## config.mk

```make
export PLATFORM = sky130hd
export DESIGN_NAME = vrc_recip_div
export DESIGN_NICKNAME = d
export VERILOG_FILES = /design/src/vrc_pkg.sv /design/src/vrc_recip_div.sv
export SDC_FILE = /design/constraint.sdc
export NUM_CORES = 1
export LEC_CHECK = 0
export ABC_AREA = 1
export BUFFER_PORTS_ARGS = -buffer_cell sky130_fd_sc_hd__buf_2
export CORE_MARGIN = 4
export CORE_UTILIZATION = 38
export CTS_CLUSTER_SIZE = 20
export DETAILED_ROUTE_END_ITERATION = 6
export PLACE_DENSITY = 0.61
export SYNTH_ARGS = -nofsm -noshare
export SYNTH_HDL_FRONTEND = slang
export SYNTH_SLANG_ARGS = --single-unit
```

## constraint.sdc

```tcl
create_clock -name clock -period 3.7 [get_ports clock]
set_clock_uncertainty 0.2 [all_clocks]
set_input_delay 0.555 -clock clock [delete_from_list [all_inputs] [get_ports clock]]
set_output_delay 0.555 -clock clock [all_outputs]
set_load 0.05 [all_outputs]
```

## src/vrc_pkg.sv

```systemverilog
// ---------------------------------------------------------------------------
// vrc_pkg
// Shared constants, codes and types of the voxel ray caster.
// ---------------------------------------------------------------------------
package vrc_pkg;

   // default grid size
   localparam int GRID_X_DEF = 64;
   localparam int GRID_Y_DEF = 64;
   localparam int GRID_Z_DEF = 64;

   // field widths
   localparam int ORG_W    = 16;
   localparam int DIR_W    = 16;
   localparam int TAG_W    = 20;
   localparam int KIND_W   = 2;
   localparam int CELL_W   = 6;
   localparam int COLOR_W  = 8;
   localparam int CSR_IDX_W = 2;

   // boundary time: unsigned, 16 fraction bits, saturates at 2^62
   localparam int TIME_W = 63;
   localparam logic [TIME_W-1:0] T_SAT = {1'b1, {(TIME_W-1){1'b0}}};

   // reciprocal 2^30 / |d|
   localparam int MAG_W = 16;
   localparam int QUO_W = 31;
   localparam int FRAC_W = 9;

   // codes
   localparam logic OP_WRITE = 1'b0;
   localparam logic OP_CAST  = 1'b1;

   localparam logic [CSR_IDX_W-1:0] CSR_ORIGIN_X = 2'd0;
   localparam logic [CSR_IDX_W-1:0] CSR_ORIGIN_Y = 2'd1;
   localparam logic [CSR_IDX_W-1:0] CSR_ORIGIN_Z = 2'd2;

   localparam logic [KIND_W-1:0] KIND_EMPTY = 2'd0;
   localparam logic [KIND_W-1:0] KIND_GRASS = 2'd1;

   localparam logic [COLOR_W-1:0] COLOR_MAX = 8'hFF;
   localparam logic [COLOR_W-1:0] COLOR_OFF = 8'h00;

   // divider request and status
   typedef struct packed {
      logic             start;
      logic [MAG_W-1:0] divisor;
   } div_req_type;

   typedef struct packed {
      logic             busy;
      logic             done;
      logic [QUO_W-1:0] quotient;
   } div_sts_type;

endpackage

```

## src/vrc_recip_div.sv

```systemverilog
// ---------------------------------------------------------------------------
// vrc_recip_div
// Restoring divider, one quotient bit per cycle, computes 2^30 / divisor.
// ---------------------------------------------------------------------------
module vrc_recip_div (
   input  logic                 clock,
   input  logic                 reset,
   input  vrc_pkg::div_req_type div_req,
   output vrc_pkg::div_sts_type div_sts
);
   localparam int CNT_W = $clog2(vrc_pkg::QUO_W);

   logic [vrc_pkg::MAG_W:0]   rem_ff, rem_in;
   logic [vrc_pkg::QUO_W-1:0] quo_ff, quo_in;
   logic [vrc_pkg::MAG_W-1:0] dvs_ff, dvs_in;
   logic [CNT_W-1:0]          cnt_ff, cnt_in;
   logic                      busy_ff, busy_in;
   logic                      done_ff, done_in;
   logic [vrc_pkg::MAG_W:0]   shifted;

   // the dividend has a single one at its top bit
   always_comb begin
      shifted = {rem_ff[vrc_pkg::MAG_W-1:0], (cnt_ff == '0)};
      rem_in  = rem_ff;
      quo_in  = quo_ff;
      dvs_in  = dvs_ff;
      cnt_in  = cnt_ff;
      busy_in = busy_ff;
      done_in = 1'b0;
      if (div_req.start && !busy_ff) begin
         rem_in  = '0;
         quo_in  = '0;
         dvs_in  = div_req.divisor;
         cnt_in  = '0;
         busy_in = 1'b1;
      end else if (busy_ff) begin
         // subtract when the partial remainder covers the divisor
         if (shifted >= {1'b0, dvs_ff}) begin
            rem_in = shifted - {1'b0, dvs_ff};
            quo_in = {quo_ff[vrc_pkg::QUO_W-2:0], 1'b1};
         end else begin
            rem_in = shifted;
            quo_in = {quo_ff[vrc_pkg::QUO_W-2:0], 1'b0};
         end
         if (cnt_ff == CNT_W'(vrc_pkg::QUO_W - 1)) begin
            busy_in = 1'b0;
            done_in = 1'b1;
         end else begin
            cnt_in = cnt_ff + 1'b1;
         end
      end
   end

   always_ff @(posedge clock) begin
      if (reset) begin
         busy_ff <= 1'b0;
         done_ff <= 1'b0;
         cnt_ff  <= '0;
      end else begin
         busy_ff <= busy_in;
         done_ff <= done_in;
         cnt_ff  <= cnt_in;
      end
      rem_ff <= rem_in;
      quo_ff <= quo_in;
      dvs_ff <= dvs_in;
   end

   assign div_sts.busy     = busy_ff;
   assign div_sts.done     = done_ff;
   assign div_sts.quotient = quo_ff;
endmodule

```

Yosys cells after proc, flatten, opt, wreduce, memory -nomap -nowiden --
Cells that the tools add are included.
Operators by class: $add $sub $neg 2, reductions and logical operators 6, $mul 0, shift operators 0, div/mod/pow operators 0, multiplexer cells 6, magnitude comparators 1, eq/ne operators 1, bitwise logic cells 2
Operators by type and width (number):
- $ge A17 B16 Y1 | 1
- $mux W16 | 1
- $sub A16 B16 Y16 | 1
- $add A5 B1 Y5 const B | 1
- $eq A5 B5 Y1 const B | 1
- $logic_not A5 Y1 | 1
- $mux W1 | 5
- $reduce_or A3 Y1 | 1
- $not A1 Y1 | 2
- $reduce_and A2 Y1 | 1
- $reduce_or A2 Y1 | 1
- $logic_and A1 B1 Y1 | 1
- $logic_not A1 Y1 | 1
Storage, ports and cells: ROM bits 0, bits in latches 0, input bits 19, output and inout port bits 33, memories 0, register bits after elaboration 70, bits in writable memories 0

Logic depth before layout (Yosys ltp) --
Gate-level depths: netlist of run 1.
depth in word-level cells 4, mapped depth 15

Worst setup path after synthesis of run 1 --
Ideal clock, no wire load.
path type input-to-reg, start point input div_req[16] in the netlist's numbering, end point register dvs_ff[0] in the netlist's numbering, enable pin, slack 1425 ps, path buffers 2, stages 4, arrival time 1685 ps, cell sequence nand2_1 > inv_1 > clkbuf_1 > clkbuf_1
On the way: word-level cells in the longest chain between the ends 1
RTL lines:
- from (decl) | RTL line vrc_recip_div.sv:8 | input vrc_pkg::div_req_type div_req,
- $logic_and A1 B1 Y1 | RTL line vrc_recip_div.sv:30 | if (div_req.start && !busy_ff) begin
- to (signal assigned) | RTL line vrc_recip_div.sv:66 | dvs_ff <= dvs_in;
- to (decl) | RTL line vrc_recip_div.sv:15 | logic [vrc_pkg::MAG_W-1:0] dvs_ff, dvs_in;
No other way between the ends. A chain may end at the register's enable or synchronous reset.

Final worst setup path of run 1 --
start point register cnt_ff[0], end point register rem_ff[8] in the netlist's numbering
On the way: word-level cells in the longest chain between the ends 3, elaborated cells between the ends (all ways) 4, classes of those cells add/sub (1); order compare (1); mux (1); reduce/logical (1)
RTL lines:
- from (decl) | RTL line vrc_recip_div.sv:16 | logic [CNT_W-1:0] cnt_ff, cnt_in;
- from (signal assigned) | RTL line vrc_recip_div.sv:62 | cnt_ff <= cnt_in;
- $logic_not A5 Y1 (*) | RTL line vrc_recip_div.sv:23 | shifted = {rem_ff[vrc_pkg::MAG_W-1:0], (cnt_ff == '0)};
- $sub A16 B16 Y16 / $ge A17 B16 Y1 (equally long branches) | RTL line vrc_recip_div.sv:39, vrc_recip_div.sv:38
- $mux W16 (*) | RTL line vrc_recip_div.sv:38 | if (shifted >= {1'b0, dvs_ff}) begin
- to (signal assigned) | RTL line vrc_recip_div.sv:64 | rem_ff <= rem_in;
- to (decl) | RTL line vrc_recip_div.sv:13 | logic [vrc_pkg::MAG_W:0] rem_ff, rem_in;
Mark *: on every way between the ends. The rest lies on a longest branch, timed or not.

==> results of run 1 <==
==> stage by stage <==
stage                     hold slack (ns)  std cells
after floorplan                     0.244        519
after global placement              0.248        687
after detailed placement            0.252        687
after CTS                           0.143        703
after global routing                0.147        703
final                               0.172        703
==> sequential cells by signal, indices dropped and copies added (netlist names) <==
register	cells
cnt_ff	5
done_ff	1
rem_ff	16
quo_ff	31
busy_ff	1
dvs_ff	16
==> per-layer routing <==
layer,global-route usage (%),share of wire (%)
met5,0,0
met4,5.32,1.3
met3,4.20,4.5
met2,26.1,47
met1,19.7,47
==> area by class of cell <==
cell class	instances	share of cell area (%)
sequential	70	35.4
clock buffer	11	3.46
clock inverter	5	0.907
multi-input combinational	360	44.1
timing repair buffer	55	6.46
inverter	69	5.87
tap	133	3.77
==> final timing paths <==
path	slack, ns	to
setup / recovery	1.22	rem_ff[8]$_SDFFE_PP0P_
hold / removal	0.17	dvs_ff[10]$_DFFE_PP_
setup reg to reg	1.22	rem_ff[8]$_SDFFE_PP0P_
hold reg to reg	0.26	quo_ff[30]$_SDFFE_PP0P_
==> critical path, delay by kind of cell, from the launching register on <==
family	cells	cell delay (ns)
adders and majority gates	3	0.82
and+or+nand+nor	6	0.70
DFF	1	0.34
AOI/OAI and AO/OA	2	0.24
buffers and inverters	1	0.11
==> report_power, final <==
group	internal, mW	leakage, nW	switching (mW)
Sequential	0.834	0.591	0.0365
Combinational	0.238	1.37	0.442
Clock	0.290	0.0994	0.306
==> layout by cell type (no fill, tap or decap) <==
cell type	count
clkbuf_1	1
nand2_1	168
fa_1	1
o21bai_1	2
inv_6	2
inv_2	4
nor2_2	2
nor4_2	1
clkbuf_16	1
a21oi_2	10
ha_1	19
nor3_1	6
edfxtp_1	16
nand2_2	11
nor3_4	1
nor2_1	17
o21ai_0	6
nand4_1	5
inv_1	65
xor2_1	1
or2_1	1
nand2_4	2
nand3_1	28
and2_1	1
nor2_4	1
a21oi_1	47
buf_2	51
a21boi_0	1
clkinv_2	1
buf_4	4
dfxtp_2	1
nand3b_1	12
xnor2_1	5
clkbuf_8	9
clkinv_4	2
nand3_2	12
dfxtp_1	53
==> kinds of logic (layout without fill, tap and decap cells) <==
kind of cell             Yosys count  count (layout)  share of synthesized area (%)
AO/OA/AOI/OAI                     66              66                           9.69
XOR/XNOR                           6               6                           1.36
adder cells (fa/ha/maj)           20              20                           6.65
buffers and inverters             89             140                           9.43
flip-flops                        70              70                           40.3
AND/OR/NAND/NOR                  268             268                           32.6
==> impl_metrics.ini, run 1 <==
[power]
power_density_nw_per_um2 = 486
p_leak_nw = 2.06
power_mw = 2.15
vdd_drop_max_mv = 0.232

[yosys]
yosys_warnings = 0
yosys-top-cells-count = nand2_1 (168), inv_1 (66), dfxtp_1 (54)
syn_area_per_cell_sq_um = 7.47
synth.distinct_cells = 33
yosysMostFrequentCell = nand2_1
synthTopCellsByArea = dfxtp_1 (28%), nand2_1 (16%), edfxtp_1 (12%)
synthesis.area_sq_um = 3870
synthFlopType = dfxtp_1
syn_inst = 519
synthArstFlopShare_pct = 0
ys_seq_area_share_pct = 40.3
synth_nets = 558
yosys.area.top_type = dfxtp_1
ys_ff_latch = 70
synth_top_area_share_pct = 27.9
synth_edf_count = 16

[outcome]
status = completed

[placed_design]
post-place-ws_ns = 1.21
dp_hpwl_mm = 6.12
routabilityCongestion = 0.909
port_buffers = 51
placed_cell_area_sq_um = 4220

[worst_setup_path]
worstSetupPathType = flip-flop to flip-flop
arrival_ns = 2.56
cp.required_ns = 3.78
timing.rr.start = cnt_ff[0]$_SDFFE_PP0P_
worstPathMaxFanout = 4
startpoint = cnt_ff[0]$_SDFFE_PP0P_
cpMostUsedCell = nand3_1
endpoint_kind = flip-flop
critPathLaunchType = flip-flop
max_stage_delay_ns = 0.44
crit_slowest_cell = fa_1
crit_chain = inv_1 -> ha_1 -> nand3_1 -> ha_1 -> fa_1 -> nor2_1 -> nor2_1 -> nor3_1 -> o21bai_1 -> nand3_1 -> nand3_1 -> a21oi_1
reg2reg_depth = 12

[die]
dieArea_sq_um = 11900
start_util_pct = 39.3
ios = 52
placementRows = 36
fp.dieH_microns = 109
die_x_microns = 109
coreArea_sq_um = 9860

[sta]
maxSlewHeadroom_pct = 54.6
drv_slew = 0
fmax_ghz = 0.404
min_period_ns = 2.48
finalSetupTns_ns = 0
worstMarginPinSlew_ns = 0.680
finalCritPeriodShare_pct = 67.0
finalSetupViolCount = 0
setup_ws_ns = 1.22
rsz0062_at_grt = false
hold_viol = 0

[clock_network]
cts_tree = built
clkLatencyLatePin_ns = 0.35
cts_buffers = 9
cts_max_level = 3
hold_buffers = 0
cts_root_buffer = clkbuf_8
cts_repair_resize_count = 0
clockBufferDepth = 2
clkTransAtPathRegs_ns = 0.09
cts_setup_buffers = 0
cts_sinks = 70

[routing]
vias_per_cell = 4.77
finalWirelength_mm = 8.66
drt_iter0_drc = 291
antenna_left = 0
dr.pass1.iters = 7
dr_total_vias = 3356
wl_per_cell_microns = 12.3
drc = 0

[final_layout]
utilization_pct = 44.7
seqCellArea_sq_um = 1560
fin_nets = 604
nFillCells = 1018
antenna_cells = 0
area_growth_pct = 13.9
multiInputGateArea_sq_um = 1950
drive_gt1_share_pct = 20.2
final_area_sq_um = 4410

[hold_path]
hold_path.class = input port to flip-flop
min_path_cells = 1
min_from = div_req[10]

[global_routing]
grt_max_degree = 50
antenna_found_initial = 0
track_usage_pct = 15.7
grt_pass1_vias = 3284
grt_pass1_wl_mm = 14.9
overflow = 0

[flow_run]
maxCapViolations = 0
Power figures use the tool's default switching activity.
==> run 2: changes to the inputs <==
--- a/config.mk
+++ b/config.mk
@@ -11,7 +11,7 @@
 export CORE_UTILIZATION = 38
 export CTS_CLUSTER_SIZE = 20
 export DETAILED_ROUTE_END_ITERATION = 6
-export PLACE_DENSITY = 0.61
+export PLACE_DENSITY = 0.63
 export SYNTH_ARGS = -nofsm -noshare
 export SYNTH_HDL_FRONTEND = slang
 export SYNTH_SLANG_ARGS = --single-unit
==> constraint.sdc (replaced) <==
create_clock -name clock -period 2 [get_ports clock]
set_clock_uncertainty 0.2 [all_clocks]
set_input_delay 0.3 -clock clock [delete_from_list [all_inputs] [get_ports clock]]
set_output_delay 0.3 -clock clock [all_outputs]
set_load 0.05 [all_outputs]
==> impl_metrics.ini, run 2 (synthesized netlist as in run 1, its figures left out) <==
[outcome]
status = finished with violations
violations = setup timing

[power]
power_density_nw_per_um2 = 845
p_leak_nw = 2.59
vdd_drop_max_mv = 0.379

[clock_network]
clkTransAtPathRegs_ns = 0.08
cts_max_level = 3
cts_buffers = 9
clockBufferDepth = 2
cts_tree = built
cts_root_buffer = clkbuf_8
cts_sinks = 70
clkLatencyLatePin_ns = 0.36

[worst_setup_path]
timing.rr.start = cnt_ff[0]$_SDFFE_PP0P_
r2r-end = rem_ff[14]$_SDFFE_PP0P_
cpMostUsedCell = nand2_1
arrival_ns = 2.33
critPathBufInv = 2
regToRegSetupSlack_ns = -0.23
crit_slowest_cell = fa_2
crit_chain = inv_2 -> ha_4 -> nand3_4 -> ha_4 -> fa_2 -> inv_1 -> nand2_1 -> nand3b_1 -> nand2_1 -> nand2_1 -> nand2_1 -> nand3_1 -> nand2_1 -> a21oi_1
worstSetupPathType = flip-flop to flip-flop
critPathLaunchType = flip-flop
endpoint_kind = flip-flop
cp.required_ns = 2.10
worstPathMaxFanout = 3
crit_family = simple AND/OR/NAND/NOR gates
max_stage_delay_ns = 0.37
reg2reg_depth = 14

[routing]
vias_per_cell = 4.78
drc = 0
finalWirelength_mm = 10.5
antenna_left = 0
wl_per_cell_microns = 13.2
dr.pass1.iters = 4
drt_iter0_drc = 205
dr_total_vias = 3801

[final_layout]
fin_nets = 696
final_cell_mix = nand2_1 (147), buf_4 (70), inv_1 (53)
utilization_pct = 57.4
antenna_cells = 0
drive_gt1_share_pct = 39.1
area_growth_pct = 46.2
largest_reg_flops = 31
final_common_cell = nand2_1
reg.largest.list = quo_ff: 31 flops, dvs_ff: 16 flops, rem_ff: 16 flops
final_area_sq_um = 5670
regMostFlops = quo_ff

[global_routing]
track_usage_pct = 17.8
overflow = 0
grt_max_degree = 49
grt_pass1_wl_mm = 16.6
grt_pass1_vias = 3688
antenna_found_initial = 0

[hold_path]
hold_path.class = flip-flop to flip-flop
min_to = quo_ff[30]$_SDFFE_PP0P_
min_path_cells = 2
min_from = quo_ff[30]$_SDFFE_PP0P_

[die]
coreArea_sq_um = 9860
ios = 52
dieArea_sq_um = 11900
die_x_microns = 109
fp.dieH_microns = 109
placementRows = 36
start_util_pct = 39.3

[placed_design]
placed_cell_area_sq_um = 4690
routabilityCongestion = 0.848
dp_hpwl_mm = 6.81
port_buffers = 51

[sta]
fmax_ghz = 0.448
drv_slew = 0
min_period_ns = 2.23
finalSetupTns_ns = -2.19
setup_ws_ns = -0.232
finalCritPeriodShare_pct = 112
maxSlewHeadroom_pct = 64.0
hold_slack_ns = 0.265
rsz0062_at_grt = true
worstMarginPinSlew_ns = 0.540
finalSetupViolCount = 16
hold_viol = 0

[flow_run]
maxCapViolations = 0
[run 2: changes by cell type in the layout (fill, tap and decap cells not counted), moves of 4 or more]
cell and delta:
dlygate4sd3_1 +18, inv_2 +11, nand2_1 -21, nand3_2 +8, inv_1 -12, nand3_1 -11
ha_4 +15, nand2_2 +11, ha_1 -15, nand2_4 +8, buf_4 +66, nand2_8 +4
[run 2: worst reg2reg max path, stage by stage (launching register included)]
cell      delay, ns
dfxtp_2        0.33
inv_2          0.07
ha_4           0.14
nand3_4        0.08
ha_4           0.17
fa_2           0.37
inv_1          0.07
nand2_1        0.05
nand3b_1       0.15
nand2_1        0.13
nand2_1        0.10
nand2_1        0.05
nand3_1        0.10
nand2_1        0.06
a21oi_1        0.10
[run 2: area by class of cell]
type	instances	area, sq um
fill	859	4200
clock inverter	6	46.3
timing repair buffer	145	1070
clock buffer	10	128
tap	133	166
multi-input combinational	362	2430
inverter	69	262
sequential	70	1570
[run 2: what timing repair did]
action,in CTS,in global routing
resized for setup,60,29
pin swaps,23,13
gates cloned,2,1
hold endpoints to repair,19,0
setup buffers,9,5
endpoints found under the setup margin,17,17
hold buffers,18,0
[run 2: report_power, final]
part	internal [mW]	switching [mW]
logic	0.982	1.14
registers	1.55	0.0946
clock network	0.459	0.569
total	2.99	1.80
[run 2: stage by stage]
stage	setup WS, ns	total power [mW]	cells
CTS	-0.232	4.65	789
global route	-0.362	5.09	795
floorplan	-0.134	2.69	519
finish	-0.232	4.79	795
detailed placement	-0.254	3.21	744
global placement	-0.202	3.19	744
[run 2: worst max-delay path by stage]
stage	end	cells past startpoint	slack [ns]	startpoint
2_1_floorplan	rem_ff[8]$_SDFFE_PP0P_	13	-0.13	cnt_ff[0]$_SDFFE_PP0P_
3_3_place_gp	rem_ff[14]$_SDFFE_PP0P_	14	-0.20	cnt_ff[0]$_SDFFE_PP0P_
3_5_place_dp	rem_ff[14]$_SDFFE_PP0P_	14	-0.25	cnt_ff[0]$_SDFFE_PP0P_
4_1_cts	rem_ff[14]$_SDFFE_PP0P_	14	-0.23	cnt_ff[0]$_SDFFE_PP0P_
5_1_grt	rem_ff[14]$_SDFFE_PP0P_	14	-0.36	cnt_ff[0]$_SDFFE_PP0P_
6_report	rem_ff[14]$_SDFFE_PP0P_	14	-0.23	cnt_ff[0]$_SDFFE_PP0P_
[run 2: routing by layer]
metal | global-route usage (%) | wire length, microns | vias to the layer above
li1 | - | - | 1943
met1 | 22.1 | 4610 | 1760
met2 | 29.3 | 5160 | 79
met3 | 4.50 | 493 | 19
met4 | 7.30 | 218 | 0
met5 | 0 | 0 | -
